--- src/hdl/csis_pkg.sv ---
// Shared types and constants for the instruction step core.
// Holds the opcode codes, the decoded operation enum and the queue entry type.
// No dependencies.
package csis_pkg;

    localparam logic [7:0] OPC_LDA_IMM = 8'hA9;
    localparam logic [7:0] OPC_LDX_IMM = 8'hA2;
    localparam logic [7:0] OPC_STA_ZP  = 8'h85;
    localparam logic [7:0] OPC_STA_ABS = 8'h8D;
    localparam logic [7:0] OPC_INX     = 8'hE8;
    localparam logic [7:0] OPC_DEX     = 8'hCA;
    localparam logic [7:0] OPC_JMP_ABS = 8'h4C;
    localparam logic [7:0] OPC_BEQ     = 8'hF0;
    localparam logic [7:0] OPC_BNE     = 8'hD0;
    localparam logic [7:0] OPC_CMP_IMM = 8'hC9;

    localparam logic       CMD_RESET    = 1'b0;
    localparam logic [7:0] RESET_SP     = 8'hFD;
    localparam logic [7:0] RESET_STATUS = 8'h24;

    localparam int FLAG_C = 0;
    localparam int FLAG_Z = 1;
    localparam int FLAG_N = 7;

    typedef enum logic [3:0] {
        OP_RESET,
        OP_LDA,
        OP_LDX,
        OP_STA_ZP,
        OP_STA_ABS,
        OP_INX,
        OP_DEX,
        OP_JMP,
        OP_BEQ,
        OP_BNE,
        OP_CMP,
        OP_TRAP
    } t_op;

    typedef struct packed {
        t_op        op;
        logic [7:0] opcode;
        logic [7:0] lo;
        logic [7:0] hi;
    } t_uop;

endpackage

--- src/hdl/csis_front.sv ---
// Front end: accepts commands, decodes the opcode into an operation class
// and holds one decoded entry for the queue. Depends on csis_pkg.
module csis_front import csis_pkg::*; (
    input  logic       i_clk,
    input  logic       i_rst_n,
    input  logic       i_valid,
    output logic       o_ready,
    input  logic       i_cmd,
    input  logic [7:0] i_opcode,
    input  logic [7:0] i_operand_lo,
    input  logic [7:0] i_operand_hi,
    output logic       o_uop_valid,
    input  logic       i_uop_ready,
    output t_uop       o_uop
);

    logic r_valid;
    t_uop r_uop;
    t_uop n_uop;
    t_op  w_op;

    always_comb begin
        if (i_cmd == CMD_RESET) begin
            w_op = OP_RESET;
        end else begin
            unique case (i_opcode)
                OPC_LDA_IMM: w_op = OP_LDA;
                OPC_LDX_IMM: w_op = OP_LDX;
                OPC_STA_ZP:  w_op = OP_STA_ZP;
                OPC_STA_ABS: w_op = OP_STA_ABS;
                OPC_INX:     w_op = OP_INX;
                OPC_DEX:     w_op = OP_DEX;
                OPC_JMP_ABS: w_op = OP_JMP;
                OPC_BEQ:     w_op = OP_BEQ;
                OPC_BNE:     w_op = OP_BNE;
                OPC_CMP_IMM: w_op = OP_CMP;
                default:     w_op = OP_TRAP;
            endcase
        end
        n_uop.op     = w_op;
        n_uop.opcode = i_opcode;
        n_uop.lo     = i_operand_lo;
        n_uop.hi     = i_operand_hi;
    end

    assign o_ready     = !r_valid || i_uop_ready;
    assign o_uop_valid = r_valid;
    assign o_uop       = r_uop;

    always_ff @(posedge i_clk) begin
        if (!i_rst_n) begin
            r_valid <= 1'b0;
        end else if (o_ready) begin
            r_valid <= i_valid;
        end
    end

    always_ff @(posedge i_clk) begin
        if (o_ready && i_valid) begin
            r_uop <= n_uop;
        end
    end

endmodule

--- src/hdl/csis_queue.sv ---
// Short FIFO of decoded entries between the front end and the execute stage.
// Depends on csis_pkg.
module csis_queue import csis_pkg::*; #(
    parameter int DEPTH = 2
) (
    input  logic i_clk,
    input  logic i_rst_n,
    input  logic i_push_valid,
    output logic o_push_ready,
    input  t_uop i_push_uop,
    output logic o_pop_valid,
    input  logic i_pop_ready,
    output t_uop o_pop_uop
);

    localparam int AW = (DEPTH > 1) ? $clog2(DEPTH) : 1;
    localparam int CW = $clog2(DEPTH + 1);

    t_uop          r_mem [DEPTH];
    logic [AW-1:0] r_wr_ptr;
    logic [AW-1:0] r_rd_ptr;
    logic [CW-1:0] r_count;
    logic          w_push;
    logic          w_pop;

    function automatic logic [AW-1:0] ptr_inc(input logic [AW-1:0] p);
        if (p == AW'(DEPTH - 1)) begin
            return '0;
        end
        return p + AW'(1);
    endfunction

    assign o_push_ready = (r_count != CW'(DEPTH));
    assign o_pop_valid  = (r_count != '0);
    assign o_pop_uop    = r_mem[r_rd_ptr];
    assign w_push       = i_push_valid && o_push_ready;
    assign w_pop        = o_pop_valid && i_pop_ready;

    always_ff @(posedge i_clk) begin
        if (!i_rst_n) begin
            r_wr_ptr <= '0;
            r_rd_ptr <= '0;
            r_count  <= '0;
        end else begin
            if (w_push) begin
                r_wr_ptr <= ptr_inc(r_wr_ptr);
            end
            if (w_pop) begin
                r_rd_ptr <= ptr_inc(r_rd_ptr);
            end
            if (w_push && !w_pop) begin
                r_count <= r_count + CW'(1);
            end else if (w_pop && !w_push) begin
                r_count <= r_count - CW'(1);
            end
        end
    end

    always_ff @(posedge i_clk) begin
        if (w_push) begin
            r_mem[r_wr_ptr] <= i_push_uop;
        end
    end

endmodule

--- src/hdl/csis_back.sv ---
// Execute stage: holds the architectural registers, carries out one decoded
// entry per cycle while the output is not stalled and registers the result. Depends on csis_pkg.
module csis_back import csis_pkg::*; (
    input  logic        i_clk,
    input  logic        i_rst_n,
    input  logic        i_uop_valid,
    output logic        o_uop_ready,
    input  t_uop        i_uop,
    output logic        o_valid,
    input  logic        i_ready,
    output logic [15:0] o_next_pc,
    output logic        o_write_valid,
    output logic [15:0] o_write_addr,
    output logic [7:0]  o_write_data,
    output logic        o_trapped,
    output logic [7:0]  o_acc_out,
    output logic [7:0]  o_x_out,
    output logic [7:0]  o_flags_out
);

    logic [15:0] r_pc;
    logic [7:0]  r_sp;
    logic [7:0]  r_acc;
    logic [7:0]  r_x;
    logic [7:0]  r_flags;
    logic [15:0] r_trap_addr;
    logic [7:0]  r_trap_code;

    logic [15:0] n_pc;
    logic [7:0]  n_sp;
    logic [7:0]  n_acc;
    logic [7:0]  n_x;
    logic [7:0]  n_flags;
    logic [15:0] n_trap_addr;
    logic [7:0]  n_trap_code;
    logic        n_wv;
    logic [15:0] n_waddr;
    logic [7:0]  n_wdata;
    logic        n_trap;

    logic        r_out_valid;
    logic [15:0] r_o_next_pc;
    logic        r_o_wv;
    logic [15:0] r_o_waddr;
    logic [7:0]  r_o_wdata;
    logic        r_o_trap;
    logic [7:0]  r_o_acc;
    logic [7:0]  r_o_x;
    logic [7:0]  r_o_flags;

    logic        w_fire;
    logic [15:0] w_abs16;
    logic [15:0] w_after1;
    logic [15:0] w_after2;
    logic [15:0] w_after3;
    logic [15:0] w_target;
    logic [7:0]  w_diff;
    logic [7:0]  w_inx;
    logic [7:0]  w_dex;

    assign o_uop_ready = !r_out_valid || i_ready;
    assign w_fire      = i_uop_valid && o_uop_ready;

    assign w_abs16  = {i_uop.hi, i_uop.lo};
    assign w_after1 = r_pc + 16'd1;
    assign w_after2 = r_pc + 16'd2;
    assign w_after3 = r_pc + 16'd3;
    assign w_target = w_after2 + {{8{i_uop.lo[7]}}, i_uop.lo};
    assign w_diff   = r_acc - i_uop.lo;
    assign w_inx    = r_x + 8'd1;
    assign w_dex    = r_x - 8'd1;

    always_comb begin
        n_pc        = r_pc;
        n_sp        = r_sp;
        n_acc       = r_acc;
        n_x         = r_x;
        n_flags     = r_flags;
        n_trap_addr = r_trap_addr;
        n_trap_code = r_trap_code;
        n_wv        = 1'b0;
        n_waddr     = '0;
        n_wdata     = '0;
        n_trap      = 1'b0;
        unique case (i_uop.op)
            OP_RESET: begin
                n_pc    = w_abs16;
                n_sp    = RESET_SP;
                n_flags = RESET_STATUS;
            end
            OP_LDA: begin
                n_acc           = i_uop.lo;
                n_flags[FLAG_Z] = (i_uop.lo == 8'd0);
                n_flags[FLAG_N] = i_uop.lo[7];
                n_pc            = w_after2;
            end
            OP_LDX: begin
                n_x             = i_uop.lo;
                n_flags[FLAG_Z] = (i_uop.lo == 8'd0);
                n_flags[FLAG_N] = i_uop.lo[7];
                n_pc            = w_after2;
            end
            OP_STA_ZP: begin
                n_wv    = 1'b1;
                n_waddr = {8'd0, i_uop.lo};
                n_wdata = r_acc;
                n_pc    = w_after2;
            end
            OP_STA_ABS: begin
                n_wv    = 1'b1;
                n_waddr = w_abs16;
                n_wdata = r_acc;
                n_pc    = w_after3;
            end
            OP_INX: begin
                n_x             = w_inx;
                n_flags[FLAG_Z] = (w_inx == 8'd0);
                n_flags[FLAG_N] = w_inx[7];
                n_pc            = w_after1;
            end
            OP_DEX: begin
                n_x             = w_dex;
                n_flags[FLAG_Z] = (w_dex == 8'd0);
                n_flags[FLAG_N] = w_dex[7];
                n_pc            = w_after1;
            end
            OP_JMP: begin
                n_pc = w_abs16;
            end
            OP_BEQ: begin
                n_pc = r_flags[FLAG_Z] ? w_target : w_after2;
            end
            OP_BNE: begin
                n_pc = r_flags[FLAG_Z] ? w_after2 : w_target;
            end
            OP_CMP: begin
                n_flags[FLAG_Z] = (r_acc == i_uop.lo);
                n_flags[FLAG_C] = (r_acc >= i_uop.lo);
                n_flags[FLAG_N] = w_diff[7];
                n_pc            = w_after2;
            end
            OP_TRAP: begin
                n_trap      = 1'b1;
                n_trap_addr = r_pc;
                n_trap_code = i_uop.opcode;
                n_pc        = w_after1;
            end
            default: begin
                n_trap = 1'b0;
            end
        endcase
    end

    always_ff @(posedge i_clk) begin
        if (!i_rst_n) begin
            r_pc        <= '0;
            r_sp        <= '0;
            r_acc       <= '0;
            r_x         <= '0;
            r_flags     <= '0;
            r_trap_addr <= '0;
            r_trap_code <= '0;
            r_out_valid <= 1'b0;
        end else begin
            if (w_fire) begin
                r_pc        <= n_pc;
                r_sp        <= n_sp;
                r_acc       <= n_acc;
                r_x         <= n_x;
                r_flags     <= n_flags;
                r_trap_addr <= n_trap_addr;
                r_trap_code <= n_trap_code;
            end
            if (o_uop_ready) begin
                r_out_valid <= i_uop_valid;
            end
        end
    end

    always_ff @(posedge i_clk) begin
        if (w_fire) begin
            r_o_next_pc <= n_pc;
            r_o_wv      <= n_wv;
            r_o_waddr   <= n_waddr;
            r_o_wdata   <= n_wdata;
            r_o_trap    <= n_trap;
            r_o_acc     <= n_acc;
            r_o_x       <= n_x;
            r_o_flags   <= n_flags;
        end
    end

    assign o_valid       = r_out_valid;
    assign o_next_pc     = r_o_next_pc;
    assign o_write_valid = r_o_wv;
    assign o_write_addr  = r_o_waddr;
    assign o_write_data  = r_o_wdata;
    assign o_trapped     = r_o_trap;
    assign o_acc_out     = r_o_acc;
    assign o_x_out       = r_o_x;
    assign o_flags_out   = r_o_flags;

endmodule

--- src/hdl/cpu_subset_instruction_step_core.sv ---
// Top level of the instruction step core: front end, decoded-entry queue and
// execute stage. Depends on csis_pkg, csis_front, csis_queue, csis_back.
//
// Usage:
//   Input channel (i_valid/o_ready) carries one command per transfer: a
//   reset command loads PC from the vector bytes, a step command executes
//   the opcode with its operand bytes at the current PC.
//   Output channel (o_valid/i_ready) carries exactly one result per command,
//   in order: next PC, optional store, trap flag, A, X and status.
//   A result passes through the front register, a queue slot and the
//   execute register, in that order, before it is valid.
//   Throughput: one command per cycle while i_ready stays high; the execute
//   stage updates all registers together and sets the rate.
//   When the receiver stalls, the output register holds its result, the
//   queue (QUEUE_DEPTH entries) and front register fill, and o_ready drops
//   only once all are full.
//   Reset (i_rst_n low, synchronous) clears all CPU registers to zero and
//   empties every stage; no result is pending afterwards.
module cpu_subset_instruction_step_core import csis_pkg::*; #(
    parameter int QUEUE_DEPTH = 2
) (
    input  logic        i_clk,
    input  logic        i_rst_n,
    input  logic        i_valid,
    output logic        o_ready,
    input  logic        i_cmd,
    input  logic [7:0]  i_opcode,
    input  logic [7:0]  i_operand_lo,
    input  logic [7:0]  i_operand_hi,
    output logic        o_valid,
    input  logic        i_ready,
    output logic [15:0] o_next_pc,
    output logic        o_write_valid,
    output logic [15:0] o_write_addr,
    output logic [7:0]  o_write_data,
    output logic        o_trapped,
    output logic [7:0]  o_acc_out,
    output logic [7:0]  o_x_out,
    output logic [7:0]  o_flags_out
);

    logic w_fq_valid;
    logic w_fq_ready;
    t_uop w_fq_uop;
    logic w_qb_valid;
    logic w_qb_ready;
    t_uop w_qb_uop;

    csis_front u_front (
        .i_clk        (i_clk),
        .i_rst_n      (i_rst_n),
        .i_valid      (i_valid),
        .o_ready      (o_ready),
        .i_cmd        (i_cmd),
        .i_opcode     (i_opcode),
        .i_operand_lo (i_operand_lo),
        .i_operand_hi (i_operand_hi),
        .o_uop_valid  (w_fq_valid),
        .i_uop_ready  (w_fq_ready),
        .o_uop        (w_fq_uop)
    );

    csis_queue #(
        .DEPTH (QUEUE_DEPTH)
    ) u_queue (
        .i_clk        (i_clk),
        .i_rst_n      (i_rst_n),
        .i_push_valid (w_fq_valid),
        .o_push_ready (w_fq_ready),
        .i_push_uop   (w_fq_uop),
        .o_pop_valid  (w_qb_valid),
        .i_pop_ready  (w_qb_ready),
        .o_pop_uop    (w_qb_uop)
    );

    csis_back u_back (
        .i_clk         (i_clk),
        .i_rst_n       (i_rst_n),
        .i_uop_valid   (w_qb_valid),
        .o_uop_ready   (w_qb_ready),
        .i_uop         (w_qb_uop),
        .o_valid       (o_valid),
        .i_ready       (i_ready),
        .o_next_pc     (o_next_pc),
        .o_write_valid (o_write_valid),
        .o_write_addr  (o_write_addr),
        .o_write_data  (o_write_data),
        .o_trapped     (o_trapped),
        .o_acc_out     (o_acc_out),
        .o_x_out       (o_x_out),
        .o_flags_out   (o_flags_out)
    );

endmodule

--- config.mk ---
export PLATFORM = sky130hd
export DESIGN_NAME = cpu_subset_instruction_step_core
export DESIGN_NICKNAME = d
export VERILOG_FILES = /design/src/hdl/csis_pkg.sv /design/src/hdl/csis_front.sv /design/src/hdl/csis_queue.sv /design/src/hdl/csis_back.sv /design/src/hdl/cpu_subset_instruction_step_core.sv
export SDC_FILE = /design/constraint.sdc
export NUM_CORES = 1
export LEC_CHECK = 0
export ABC_AREA = 1
export CAP_MARGIN = 15
export CORE_UTILIZATION = 60
export DETAILED_ROUTE_END_ITERATION = 8
export DONT_BUFFER_PORTS = 1
export GPL_TIMING_DRIVEN = 0
export PLACE_DENSITY = 0.82
export SYNTH_ARGS = -nofsm -noshare
export SYNTH_HDL_FRONTEND = slang
export SYNTH_SLANG_ARGS = --single-unit
export TNS_END_PERCENT = 1
--- constraint.sdc ---
create_clock -name i_clk -period 4.5 [get_ports i_clk]
set_input_delay 0.45 -clock i_clk [delete_from_list [all_inputs] [get_ports i_clk]]
set_output_delay 0.45 -clock i_clk [all_outputs]
set_load 0.02 [all_outputs]
# Word-level counts from Yosys, hierarchy flattened

Memories as Yosys holds them, arrays and structs flattened. A register that Yosys moved wholly into a read port is not among the register bits.
Cells that the tools add are included.

Bits in registers: 140
Bits in writable memories: 56
Bits of input ports: 29
Output and inout bits: 68
Word-level logic and storage cells: 108
Memories: 1

Add/sub/neg operators: 11
Order comparisons: 1
Equal/unequal tests: 23
Multiplexer cells: 29
Reductions and logical operators: 22

Memory list:

| memory        | words | width | rd ports | clocked after memory_dff | wr ports | RTL line         | text |
|---|---|---|---|---|---|---|---|
| u_queue.r_mem | 2     | 28    | 1        | 1                        | 1        | csis_queue.sv:19 | `t_uop r_mem [DEPTH];` |

Operators by type and width:

| cell                                                                  | number |
|---|---|
| 16-bit case mux with 6 select lines                                   | 1 |
| 8-bit equality test, second input constant                            | 9 |
| 4-bit case mux with 10 select lines                                   | 1 |
| 16-bit by 2-bit adder with 16-bit output, second input constant       | 2 |
| 16-bit two-way mux                                                    | 2 |
| 16-bit case mux with 2 select lines                                   | 1 |
| 8-bit zero test                                                       | 3 |
| 8-bit case mux with 3 select lines                                    | 1 |
| 16-bit by 1-bit adder with 16-bit output, second input constant       | 1 |
| 16-bit adder                                                          | 1 |
| 4-bit by 3-bit equality test with 1-bit output, second input constant | 4 |
| 4-bit equality test, second input constant                            | 4 |
| 1-bit two-way mux                                                     | 16 |
| 1-bit case mux with 5 select lines                                    | 2 |
| 8-bit by 1-bit adder with 8-bit output, second input constant         | 1 |
| 4-bit by 2-bit equality test with 1-bit output, second input constant | 2 |
| 8-bit by 7-bit equality test with 1-bit output, second input constant | 1 |
| 8-bit equality test                                                   | 1 |
| 8-bit greater-or-equal comparator                                     | 1 |
| 8-bit two-way mux                                                     | 1 |
| 8-bit by 1-bit subtractor with 8-bit output, second input constant    | 1 |
| 8-bit subtractor                                                      | 1 |
| 2-bit OR reduction                                                    | 3 |
| 1-bit logical AND                                                     | 5 |
| other kinds (14)                                                      | 21 |

# Logic depth before layout (Yosys ltp)

Gate-level depths: netlist of run 1.

Depth after elaboration: 8
Depth in mapped cells: 20
Gate-level depth less buffers: 20

# Hierarchy

A second synthesis of run 1 with hierarchy kept.

Cells, all modules: 1157
Area total of the unflattened synthesis: 10324.9 sq um

By module, submodules not included:

| module     | instances | cells each | area an instance (sq um) |
|---|---|---|---|
| csis_back  | 1         | 920        | 6717.7 |
| csis_queue | 1         | 124        | 2363.5 |
| csis_front | 1         | 113        | 1243.7 |

# Least setup slack after synthesis of run 1

OpenSTA, ideal clock, no wires.

Path type: in2reg
From: in i_ready
To: reg u_back.r_o_acc[0], in the netlist u_back.o_acc_out[0] (enable)
Arrival time: 2.964 ns
Required time: 4.044 ns
Setup slack: 1.080 ns
Stages on the path: 4
Cells stage by stage: nor2_1 > a21oi_1 > clkbuf_1 > clkbuf_1

Word-level cells in the longest chain between the ends: 2

RTL lines:

| what                   | RTL line                               | text |
|---|---|---|
| start: declaration     | cpu_subset_instruction_step_core.sv:31 | `input logic i_ready,` |
| 1-bit logical OR       | csis_back.sv:61                        | `assign o_uop_ready = !r_out_valid \|\| i_ready;` |
| 1-bit logical AND      | csis_back.sv:62                        | `assign w_fire = i_uop_valid && o_uop_ready;` |
| net u_back.w_fire      | csis_back.sv:51                        | `logic w_fire;` |
| end signal: assignment | csis_back.sv:187                       | `r_o_acc <= n_acc;` |
| end: declaration       | csis_back.sv:47                        | `logic [7:0] r_o_acc;` |

The timed path passes the listed nets, and every way through them passes these cells.
A chain may end at the register's enable or synchronous reset.

==> run_results.csv, run 1 <==
group,metric,value,unit
run_status,status,"completed",
global_route,antenna_found_initial,0,
global_route,grt_pass1_wl,35200,microns
yosys,synthMuxAreaShare,0.211,%
setup_path,cp.required,4.66,ns
sta,min_period,3.83,ns
yosys,synthTopCellsByCount,"nand2_1, inv_1, edfxtp_1",
layout,syn_to_final_growth,9.66,%
yosys,ys_seq_area_share,49.8,%
hold_path,min_from,"i_operand_hi[4]",
setup_path,cp_max_fo,10,
route,drtIter0Drc,722,
route,routed_wl,21900,microns
cts,cts_inserted_buffers,17,
setup_path,critPathLaunchType,"flop",
route,dr_total_vias,7537,
hold_path,min_path_cells,0,
setup_path,reg2reg_depth,15,
power,irDropWorstVdd,0.000393,V
floorplan,core-area,15300,sq um
route,drtAntennaViolNets,0,
layout,multi_input_area,3980,sq um
sta,setup_violations,0,
power,p_leak,4.62,nW
cts,cts_tree,"done",
power,power.density,782,nW/um^2
route,dr.pass1.iters,5,
yosys,synth.area.top_cells,"edfxtp_1, dfxtp_1, nand2_1",
global_route,grt_use_total,28.5,%
route,maxUsedRoutingLayer,"met4",
layout,fin_util,67.9,%
yosys,syn_nets,1167,
layout,antenna_cells,0,
cts,postCtsSetupRepairBufs,0,
yosys,synthFlopType,"edfxtp_1",
yosys,synth-compound-area-share,9.86,%
floorplan,start_util,61.9,%
route,viasPerCell,5.58,
yosys,synthCells,1104,
global_route,grt_overflow_total,0,
cts,post_cts_resized,0,
floorplan,die_w,128,microns
sta,hold_slack,0.106,ns
yosys,yosys_warnings,0,
sta,fin_skew,0.0162,ns
sta,hold_viol_final,0,
yosys,ys_async_sr_fraction,0,%
hold_path,worstHoldPathType,"primary input to flop",
layout,area.sequential,4720,sq um
route,dr_wl_met2,10300,microns
floorplan,ios,97,
yosys,yosys_register_bits,173,
yosys,synth-simple-area-share,23.9,%
setup_path,rr_endpoint,"u_back.o_next_pc[10]",
run,cap_violations,0,
setup_path,critPathKind,"flop to flop",
floorplan,core.rowCount,45,
yosys,synth_most_common_cell,"nand2_1",
placement,gpl.final_weighted_congestion,0.949,
setup_path,crit_arrival,3.99,ns
layout,final_layout_size_suffix_gt1_share,9.57,%
layout,layout.nets,1189,
floorplan,chipHeight,128,microns
cts,cts_buffer_depth,2,
sta,max_slew_margin,18.8,%
setup_path,reg2reg_slack,0.67,ns
yosys,synth_edf_count,126,
cts,postCtsHoldBufs,0,
yosys,yosysTopAreaCellShare,39.9,%
yosys,synthXorXnorAreaFrac,3.23,%
cts,root_buffer,"clkbuf_16",
hold_path,hold_end,"u_front.o_uop[4]",
placement,dp_hpwl,15900,microns
power,p_total,0.00813,W
placement,place_area,9810,sq um
route,drcViolationCount,0,
sta,max_freq,261,MHz
yosys,syn_avg_cell_area,8.59,sq um
global_route,grt_max_degree,54,
layout,fillCellCount,1248,
layout,fin_area,10400,sq um
cts,clk_latency,0.44,ns
route,routed-wl-met3,2050,microns
yosys,synth.cell_area,9480,sq um
yosys,synth_top_area_cell,"edfxtp_1",
setup_path,end_kind,"flop",
route,wl_per_cell,16.2,microns
placement,port_buffers,0,
sta,rsz0062_at_grt,"no",
route,drt-met1-wl,9130,microns
yosys,synth_fa_ha_area_share,4.64,%
global_route,grt_pass1_vias,6968,
floorplan,dieArea,16300,sq um
yosys,synth_top_family_by_area,"simple AND/OR/NAND/NOR gates",
cts,h-tree-depth,4,
sta,worstMarginPinSlew,1.21,ns
sta,period_share,85.1,%
yosys,yosysUniqueCellTypes,51,
cts,cts.sinks,173,
cts,path_clk_slew,0.07,ns
sta,final_max_slew_viol_count,0,
==> flip-flops by register name, summed over array words and instances (netlist names), named ones only <==
name,flops
u_queue.r_mem,40
u_back.o_trapped,1
u_queue.r_rd_ptr,1
u_front.o_uop,20
u_back.r_pc,16
u_back.o_acc_out,8
u_back.o_flags_out,8
u_front.o_uop_valid,1
u_back.o_next_pc,16
u_back.o_write_valid,1
u_back.r_x,8
u_back.o_write_data,8
u_back.o_write_addr,16
u_back.o_x_out,8
u_queue.r_wr_ptr,1
u_back.r_flags,8
u_queue.r_count,2
u_back.o_valid,1
u_back.r_acc,8
==> critical path, stage by stage, from the launching register on <==
cell	delay [ns]
dfxtp_1	0.38
buf_6	0.18
o21ai_0	0.94
inv_1	0.23
ha_1	0.31
fa_1	0.41
nand3_1	0.08
nand2_1	0.13
nand2_1	0.11
nand3_1	0.14
nand2_1	0.12
nand3b_1	0.08
nand2_1	0.10
nor2_1	0.06
nor2_1	0.17
nand2_1	0.13
==> area by class of cell <==
type | instances | area share, %
clock inverters | 14 | 1.50
plain buffers | 28 | 1.58
repair buffers | 3 | 0.553
well taps | 211 | 2.54
inverters | 167 | 6.03
clock buffers | 18 | 4.13
multi-input cells | 736 | 38.2
flip-flops and latches | 173 | 45.4
==> logic make-up (layout without fill, tap and decap cells) <==
| kind of cell | count (synthesis) | in the layout |
|---|---|---|
| flip-flops | 173 | 173 |
| adder cells (fa/ha/maj) | 34 | 34 |
| buffers and inverters | 195 | 230 |
| multiplexers | 2 | 2 |
| AO/OA/AOI/OAI | 168 | 168 |
| XOR/XNOR | 35 | 35 |
| AND/OR/NAND/NOR | 497 | 497 |
==> stage by stage <==
stage,cells,setup TNS [ns],worst slack (ns)
after floorplan,1104,0,1.08
after detailed placement,1318,0,0.902
after global placement,1315,-0.00969,-0.00969
final,1350,0,0.670
after CTS,1350,0,0.857
after global routing,1350,0,0.554
==> how the worst max path moves through the flow <==
stage,to,slack (ns),cells past startpoint
2_1_floorplan,u_back.o_acc_out[0],1.08,4
3_3_place_gp,flop,-0.01,5
3_5_place_dp,u_back.o_next_pc[10],0.90,15
4_1_cts,u_back.o_next_pc[10],0.86,15
5_1_grt,u_back.o_next_pc[10],0.55,15
6_report,u_back.o_next_pc[10],0.67,15
==> layout by cell type, fill, tap and decap left out, types with 3 or more instances in the layout <==
cell,instances
xnor2_1,6
nor2_4,5
xor2_1,29
nor2_1,122
nand2_4,8
a31oi_1,6
buf_6,5
clkbuf_16,17
buf_2,8
nand3_1,65
or2_2,3
o22ai_1,5
ha_1,32
o211ai_1,3
inv_1,158
nor3_1,11
nand2_2,10
o21ai_1,14
dfxtp_1,47
nor2_2,6
o21ai_0,54
nand4_1,17
a21oi_1,67
inv_2,8
inv_6,5
nand2_1,232
clkbuf_1,13
a21oi_2,4
o21ai_2,7
edfxtp_1,126
nand3b_1,3
==> layer usage <==
| layer | vias to the layer above | GRT usage, % |
|---|---|---|
| li1 | 3672 | - |
| met1 | 3455 | 37.1 |
| met2 | 365 | 46.0 |
| met3 | 45 | 7.26 |
| met4 | 0 | 10.9 |
| met5 | - | 0 |
==> power by group <==
| group | switching, W | internal (W) | total [W] |
|---|---|---|---|
| clock | 0.000633 | 0.000828 | 0.00146 |
| sequential | 0.000658 | 0.00242 | 0.00308 |
| combinational | 0.00248 | 0.00111 | 0.00359 |
| total | 0.00378 | 0.00436 | 0.00813 |
Note: power is estimated with default switching activity, not from simulation.
==> inputs of run 2 (changes only) <==
--- a/config.mk
+++ b/config.mk
@@ -6,12 +6,11 @@
 export NUM_CORES = 1
 export LEC_CHECK = 0
 export ABC_AREA = 1
-export CAP_MARGIN = 15
 export CORE_UTILIZATION = 60
 export DETAILED_ROUTE_END_ITERATION = 8
 export DONT_BUFFER_PORTS = 1
 export GPL_TIMING_DRIVEN = 0
-export PLACE_DENSITY = 0.82
+export PLACE_DENSITY = 0.87
 export SYNTH_ARGS = -nofsm -noshare
 export SYNTH_HDL_FRONTEND = slang
 export SYNTH_SLANG_ARGS = --single-unit
==> run 2 against run 1 <==
Net effect:
- register-to-register slack improved by 0.09 ns
- cell area fell by 0.17%
- final cell count did not move
- critical path depth did not move
- fmax rose by 2.5%
- hold slack got worse by 0.0033 ns
- routed wire length rose by 0.48%
- critical path type unchanged
- largest cell class unchanged
==> run_results.csv, run 2 (synthesized netlist as in run 1, its figures left out) <==
group,metric,value,unit
run_status,status,"completed",
route,dr_total_vias,7580,
global_route,antenna_found_initial,0,
global_route,grt_overflow_total,0,
power,p_leak,4.62,nW
sta,hold_viol_final,0,
sta,worstMarginPinSlew,1.07,ns
global_route,grt_pass1_wl,35400,microns
hold_path,worstHoldPathType,"primary input to flop",
sta,rsz0062_at_grt,"no",
sta,fin_skew,0.0156,ns
route,drcViolationCount,0,
route,wl_per_cell,16.3,microns
floorplan,core.rowCount,45,
floorplan,dieArea,16300,sq um
setup_path,end_kind,"flop",
setup_path,cp.required,4.67,ns
layout,final_common_cell,"nand2_1",
sta,final_max_slew_viol_count,0,
layout,multi_input_area,3980,sq um
route,dr.pass1.iters,5,
sta,hold_slack,0.103,ns
cts,clk_latency,0.44,ns
setup_path,cp_max_fo,10,
global_route,grt_use_total,28.5,%
layout,area.sequential,4720,sq um
cts,cts_tree,"done",
sta,setup_violations,0,
sta,max_freq,268,MHz
sta,max_slew_margin,27.9,%
layout,syn_to_final_growth,9.47,%
cts,cts_buffer_depth,2,
layout,largest_register,"u_queue.r_mem",
floorplan,chipHeight,128,microns
route,drtIter0Drc,788,
setup_path,critPathKind,"flop to flop",
cts,postCtsHoldBufs,0,
global_route,grt_pass1_vias,6934,
route,viasPerCell,5.61,
placement,port_buffers,0,
layout,finalNonFillerCells,1350,
sta,period_share,83.0,%
cts,root_buffer,"clkbuf_16",
layout,fillCellCount,1242,
cts,post_cts_resized,0,
floorplan,die_w,128,microns
route,routed_wl,22000,microns
placement,dp_hpwl,16300,microns
setup_path,crit_arrival,3.90,ns
floorplan,start_util,61.9,%
cts,path_clk_slew,0.07,ns
layout,antenna_cells,0,
layout,layout.nets,1189,
floorplan,ios,97,
placement,gpl.final_weighted_congestion,0.957,
placement,dpl.cell_count,1318,
cts,h-tree-depth,4,
setup_path,critPathLaunchType,"flop",
cts,cts_inserted_buffers,17,
cts,postCtsSetupRepairBufs,0,
global_route,grt_max_degree,55,
layout,layout_common_cells,"nand2_1, inv_1, edfxtp_1",
run,cap_violations,0,
layout,final_layout_size_suffix_gt1_share,9.57,%
floorplan,core-area,15300,sq um
layout,largest_reg_flops,40,
cts,cts.sinks,173,
sta,min_period,3.74,ns
power,power.density,779,nW/um^2
route,drtAntennaViolNets,0,
power,irDropWorstVdd,0.000484,V
[run 2: cell count changes in the layout (fill, tap and decap cells not counted), sizes merged]
| cell | change |
|---|---|
| clkinv | +1 |
| bufinv | -1 |
| clkbuf | +1 |
| clkinvlp | -1 |
[run 2: critical path: stages, from the launching register on]
cell and delay [ns]:
dfxtp_1 0.39, buf_6 0.18, o21ai_0 0.84, inv_1 0.25, ha_1 0.34, fa_1 0.43, nand3_1 0.10, nand2_1 0.13
nand2_1 0.11, nand3_1 0.13, nand2_1 0.11, nand3b_1 0.08, nand2_1 0.07, nor2_1 0.04, nor2_1 0.19, nand2_1 0.10
[run 2: area by class of cell]
class                           count  share of cell area [%]
Buffer                             28                    1.58
Clock buffer                       19                    4.17
Clock inverter                     13                    1.30
Inverter                          167                    6.04
Multi-Input combinational cell    736                    38.3
Sequential cell                   173                    45.5
Tap cell                          211                    2.54
Timing Repair Buffer                3                   0.554
[run 2: through the flow]
step	cell area (sq um)	TNS (ns)	total power, W	setup WS, ns	util, %
finish	10400	0	0.00808	0.764	67.8
global route	10400	0	0.00861	0.622	67.8
CTS	10400	0	0.00802	0.959	67.8
detailed placement	9810	0	0.00658	1.01	64.1
global placement	9750	-4.11	0.00648	-0.0669	63.6
floorplan	9480	0	0.00564	1.08	-
[run 2: final timing paths]
kind	from	to	slack [ns]	depth (start not counted)
hold / removal	i_operand_lo[3]	u_front.o_uop[11]	0.10	0
setup / recovery	flop	u_back.o_next_pc[10]	0.76	15
hold reg to reg	u_front.o_uop[4]	u_queue.r_mem[0][4]	0.45	0
setup reg to reg	flop	u_back.o_next_pc[10]	0.76	15
[run 2: power by group]
group          total, W  switching (W)  leakage (nW)  internal [W]
sequential      0.00308       0.000660          1.60       0.00242
clock           0.00142       0.000645         0.277      0.000778
combinational   0.00358        0.00247          2.74       0.00110
total           0.00808        0.00378          4.62       0.00431
[run 2: metal layers]
metal / GRT usage, % / up-vias / share of wire, %
met1: 39.7 / 3480 / 44
met3: 5.97 / 38 / 9.4
met4: 10.3 / 0 / 2.3
met2: 44.4 / 384 / 44
met5: 0 / - / 0
li1: - / 3678 / -
